<file path="config.mk">
export PLATFORM = sky130hd
export DESIGN_NAME = pbfa_ctrl
export DESIGN_NICKNAME = d
export VERILOG_FILES = /design/src/rtl/core/pbfa_pkg.sv /design/src/rtl/core/pbfa_ctrl.sv
export SDC_FILE = /design/constraint.sdc
export NUM_CORES = 1
export LEC_CHECK = 0
export BUFFER_PORTS_ARGS = -buffer_cell sky130_fd_sc_hd__buf_4
export CAP_MARGIN = 15
export CORE_AREA = 10 10 47 49
export DETAILED_ROUTE_END_ITERATION = 12
export DIE_AREA = 0 0 57 59
export GPL_TIMING_DRIVEN = 0
export PLACE_DENSITY = 0.53
export SYNTH_ARGS = -nofsm -noshare
export SYNTH_HDL_FRONTEND = slang
export SYNTH_SLANG_ARGS = --single-unit
</file>
<file path="constraint.sdc">
create_clock -name clk -period 1.26 [get_ports clk]
set_input_delay 0.252 -clock clk [delete_from_list [all_inputs] [get_ports clk]]
set_output_delay 0.252 -clock clk [all_outputs]
set_load 0.03 [all_outputs]
</file>
<file path="src/rtl/core/pbfa_pkg.sv">
// Package for the pixel box filter accumulator.
// Holds shared types, command and status codes and widths; no dependencies.
`default_nettype none
package pbfa_pkg;
  localparam int unsigned ChanW = 20;
  localparam int unsigned AvgW = 16;
  localparam int unsigned CntW = 11;
  localparam int unsigned StatW = 2;
  localparam int unsigned RegW = 9;
  localparam logic [ChanW-1:0] ChanMax = 20'd65280;
  localparam logic [CntW-1:0] MaxSamples = 11'd1024;

  localparam logic CMD_ADD = 1'b0;
  localparam logic CMD_READ = 1'b1;

  localparam logic [StatW-1:0] ST_OK = 2'd0;
  localparam logic [StatW-1:0] ST_RANGE = 2'd1;
  localparam logic [StatW-1:0] ST_FULL = 2'd2;
  localparam logic [StatW-1:0] ST_EMPTY = 2'd3;

  localparam logic REG_WIDTH = 1'b0;
  localparam logic REG_HEIGHT = 1'b1;

  typedef struct packed {
    logic clear_step;
    logic load;
    logic rd_issue;
    logic wr_add;
    logic div_start;
    logic out_load;
  } pbfa_cmd_t;

  typedef struct packed {
    logic clear_done;
    logic in_range;
    logic is_read;
    logic full;
    logic empty;
    logic div_done;
  } pbfa_stat_t;
endpackage
`default_nettype wire

</file>
<file path="src/rtl/core/pbfa_ctrl.sv">
// Controller of the pixel box filter accumulator: clear sweep, handshakes
// and sequencing of the datapath. Uses pbfa_pkg.
`default_nettype none
module pbfa_ctrl (
  input  wire logic clk,
  input  wire logic rst,
  input  wire logic in_valid,
  output logic in_ready,
  output logic out_valid,
  input  wire logic out_ready,
  output pbfa_pkg::pbfa_cmd_t cmd_c,
  input  wire pbfa_pkg::pbfa_stat_t st
);
  import pbfa_pkg::*;
  typedef enum logic [2:0] {
    S_CLEAR, S_IDLE, S_READ, S_EVAL, S_DIV, S_OUT
  } state_t;
  state_t state;

  always_comb begin
    cmd_c = '0;
    cmd_c.clear_step = (state == S_CLEAR);
    cmd_c.load = (state == S_IDLE) && in_valid && in_ready;
    cmd_c.rd_issue = (state == S_READ);
    cmd_c.wr_add = (state == S_EVAL) && st.in_range && !st.is_read && !st.full;
    cmd_c.div_start = (state == S_EVAL) && st.in_range && st.is_read && !st.empty;
    cmd_c.out_load = ((state == S_EVAL) && !cmd_c.div_start) ||
                     ((state == S_DIV) && st.div_done);
  end

  assign in_ready = (state == S_IDLE) && !out_valid;

  always_ff @(posedge clk) begin
    if (rst) begin
      state <= S_CLEAR;
      out_valid <= 1'b0;
    end else begin
      if (out_valid && out_ready) out_valid <= 1'b0;
      unique case (state)
        S_CLEAR: if (st.clear_done) state <= S_IDLE;
        S_IDLE: if (in_valid && in_ready) state <= S_READ;
        S_READ: state <= S_EVAL;
        S_EVAL: begin
          if (cmd_c.div_start) state <= S_DIV;
          else begin
            state <= S_IDLE;
            out_valid <= 1'b1;
          end
        end
        S_DIV: if (st.div_done) begin
          state <= S_IDLE;
          out_valid <= 1'b1;
        end
        default: state <= S_IDLE;
      endcase
    end
  end
endmodule
`default_nettype wire

</file>
### After elaboration in Yosys (flattened, before gate mapping)

Cells that the tools add are included.

* output and inout port bits: 8
* word-level logic and storage cells: 38
* bits of input ports: 10
* register bits: 4

* muxes and demuxes: 9
* reduce and logical (&&, ||, !) cells: 20
* equal/unequal tests: 7

Operator list (count)
* 3-bit one-hot mux with 5 select lines: 1
* 1-bit logical AND: 12
* 3-bit two-way mux: 4
* 3-bit by 2-bit == test with 1-bit output, second input constant: 2
* 1-bit zero test: 5
* 2-bit by 1-bit inequality test with 1-bit output, second input constant: 2
* 3-bit by 1-bit == test with 1-bit output, second input constant: 1
* 3-bit == test, second input constant: 1
* 3-bit zero test: 1
* 1-bit two-way mux: 3
* 3-bit AND reduction: 1
* 2-bit inequality test, second input constant: 1
* 1-bit one-hot mux with 2 select lines: 1
* 1-bit logical OR: 1

### Logic depth before layout (Yosys ltp)

* word-level depth: 7
* mapped depth: 4
* depth with buffers taken out: 3

### Worst setup path after synthesis

Ideal clock, no wire load.

* path kind: register to output
* start: register state[2]
* end: output port cmd_c[4] (netlist bit)
* required time: 1.008 ns
* setup slack: -0.669 ns
* data arrival time: 1.677 ns
* cell stages (with the launch flop): 5
* path buffers: 1
* cell sequence: dfxtp_1 -> buf_2 -> nand2b_1 -> nor3_1 -> and2_1

RTL lines
* start, declared: RTL line pbfa_ctrl.sv:18 `state_t state;`
* start signal, assigned: RTL line pbfa_ctrl.sv:35 `state <= S_CLEAR;`
* start signal, assigned: RTL line pbfa_ctrl.sv:40 `S_CLEAR: if (st.clear_done) state <= S_IDLE;`
* start signal, assigned: RTL line pbfa_ctrl.sv:41 `S_IDLE: if (in_valid && in_ready) state <= S_READ;`
* end, declared: RTL line pbfa_ctrl.sv:11 `output pbfa_pkg::pbfa_cmd_t cmd_c,`

==> impl_metrics.csv <==
group,metric,value,unit
yosys,yosysTopAreaCellShare,30.3,%
cts,numCtsBuffers,3,
setup_path,cpMaxStageDelayCell,"dfxtp_4",
setup_path,cp_data_required_time,1010,ps
yosys,synth-seq-cells,4,
floorplanning,die_area,3360,sq um
yosys,synth_area_leader_cell,"dfxtp_1",
yosys,ys.flop_type,"dfxtp_1",
cts,cts_root_buf,"clkbuf_4",
route,drtAntennaViolNets,0,
setup_path,crit_fanout,6,
route,viasPerCell,4.35,
route,wire_per_inst,12.3,um
grt,grt_max_degree,9,
grt,grt_antenna_before_repair,0,
yosys,yosysSeqAreaShare,30.3,%
timing,worst_pin_slew,243,ps
grt,grt_first_pass_wirelength,1410,um
cts,clk_latency,230,ps
setup_path,path_cells,"and3b_2 > a32o_2 > buf_6",
power,p_int,321,uW
route,drt-pass1-iter-count,3,
floorplanning,start_util,18.8,%
timing,fin_tns_setup,-748,ps
cells_and_area,area_delta_synth_final,105,%
job,maxCapViolations,0,
power,power_leakage,0.000247,uW
timing,rsz0062_at_grt,"yes",
power,switching_power,128,uW
setup_path,critPathLaunchType,"flip-flop",
setup_path,critPathBufInv,1,
placed_design,gp_congestion,0.715,
timing,final-setup-viol-count,8,
timing,max-slew-margin-rel,83.6,%
placed_design,port_buffers,17,
timing,finClkSkew,1.61,ps
floorplanning,core,1400,sq um
cts,clk_pin_slew,30,ps
cts,clock-sinks,4,
yosys,syn_area,264,sq um
route,totalWireLength,875,um
route,drt_iter0_markers,1,
cts,htree_num_levels,1,
timing,hold_violations,0,
floorplanning,chipWidth,57,um
power,switching_share,28.4,%
power,power_frac_seq,32.4,%
timing,fmax,0.693,GHz
cts,ctsLongestPathBuffers,2,
power,powerDensity,828,nW/um^2
power,pwr-share-comb,34.1,%
route,drc,0,
grt,overflow,0,
floorplanning,num_rows,14,
setup_path,cp_top_family,"flip-flops",
setup_path,end_kind,"output port",
yosys,async_flop_share,0,%
cts,cts_tree,"done",
yosys,synthesis.instances,29,
setup_path,arrival,1190,ps
floorplanning,die_y,59,um
status,status,"finished with violations",
timing,fin_ws,-183,ps
yosys,synth_edf_count,0,
placed_design,dp_hpwl,678,um
timing,fin_crit_sh,115,%
yosys,synth.net_count,39,
yosys,synthTopCellsByArea,"dfxtp_1 30%, o21ba_2 7.6%, nor3_1 5.7%",
status,failed_checks,"setup timing",
grt,grt_pass1_vias,334,
floorplanning,ioPinCount,18,
yosys,synth_warnings,0,
hold_path,hold_class,"in2reg",
power,irDropWorstVdd,0.000570,V
yosys,synth.most_common_cell,"dfxtp_1",
placed_design,pre_cts_ws,-78.7,ps
setup_path,setup.worst_path.class,"reg2out",
yosys,yosysUniqueCellTypes,21,
timing,fin_crit,1440,ps
yosys,syn-mean-instance-area,9.10,sq um
setup_path,slowest_delay,360,ps
cells_and_area,nNetsFinal,67,
cells_and_area,drive_above_1_share,74.5,%
timing,maxSlewViolCount,0,
route,dr_total_vias,309,
grt,grt_usage,5.39,%
cells_and_area,antenna_cells,0,
power,p_clk_share,33.4,%
yosys,synth_commonest_cells,"4 x dfxtp_1, 3 x nor3_1, 2 x nor2_1, 2 x nor2b_1, 2 x o21ba_2",
[cells by family (layout without fill, tap and decap cells)]
logic type	after synthesis	count (layout)	synth area share (%)
AOI/OAI and AO/OA	5	5	16.1
buffers and inverters	2	28	3.31
DFF	4	4	30.3
muxes	2	2	9.48
and+or+nand+nor	16	16	40.8
[layout make-up]
cell class                      instances  area (sq um)
Fill cell                             158           860
Multi-Input combinational cell         23           205
Timing Repair Buffer                   24           199
Sequential cell                         4          91.3
Clock buffer                            3          22.5
Tap cell                               16          20.0
Inverter                                1          3.75
[flip-flops by register name, summed over array words and instances, names as in the netlist]
name / flops
state: 3
out_valid: 1
[final timing paths]
| path | startpoint | endpoint | slack [ps] | depth (start not counted) |
|---|---|---|---|---|
| worst max-delay path | state[0] | cmd_c[0] | -180 | 3 |
| worst min-delay path | rst | state[1] | 210 | 2 |
| worst max register to register | state[0] | out_valid | -110 | 5 |
| worst min register to register | state[2] | state[1] | 540 | 2 |
[repair_timing]
action / 4_1_cts / 5_1_grt
hold buffers: 0 / 0
setup endpoints to repair: 7 / 9
buffers inserted: 3 / 4
gates resized for setup: 10 / 4
pin swaps: 1 / 2
[placed cells by master, fill, tap and decap left out, types with 2 or more instances in the layout]
cell type,Yosys,layout
buf_4,0,19
buf_6,0,5
clkbuf_4,0,3
dfxtp_4,0,3
nor2_1,2,2
nor3_2,1,2
o21ba_2,2,2
[worst register-to-register path: stages, from the launching register on]
cell     delay, ps
dfxtp_4        360
and3b_2        230
a32o_2         250
buf_4          130
buf_4          120
o21ba_2        190
[power by group through the flow]
stage / clock network [uW] / registers [uW] / logic [uW]
global placement: 0 / 150 / 125
global route: 165 / 147 / 164
detailed placement: 0 / 149 / 126
CTS: 160 / 150 / 138
finish: 150 / 146 / 153
floorplan: 0 / 148 / 71.3
[routing by layer]
layer	share of wire [%]	up-vias	wire (um)	GRT usage, %
met5	0	-	0	0
met4	0	0	0	4.03
met3	4.9	0	43	3.00
li1	-	160	-	-
met2	53	8	463	8.84
met1	42	141	367	4.96
[stage by stage]
| stage | cells | total power [uW] | area, sq um | utilization, % | hold WS, ps |
|---|---|---|---|---|---|
| floorplan | 29 | 219 | 287 | - | 322 |
| finish | 71 | 449 | 542 | 38.7 | 207 |
| detailed placement | 62 | 275 | 434 | 31.0 | 448 |
| global route | 71 | 477 | 542 | 38.7 | 210 |
| CTS | 68 | 448 | 510 | 36.4 | 199 |
| global placement | 62 | 275 | 434 | 31.0 | 446 |
Power figures use the tool's default switching activity.
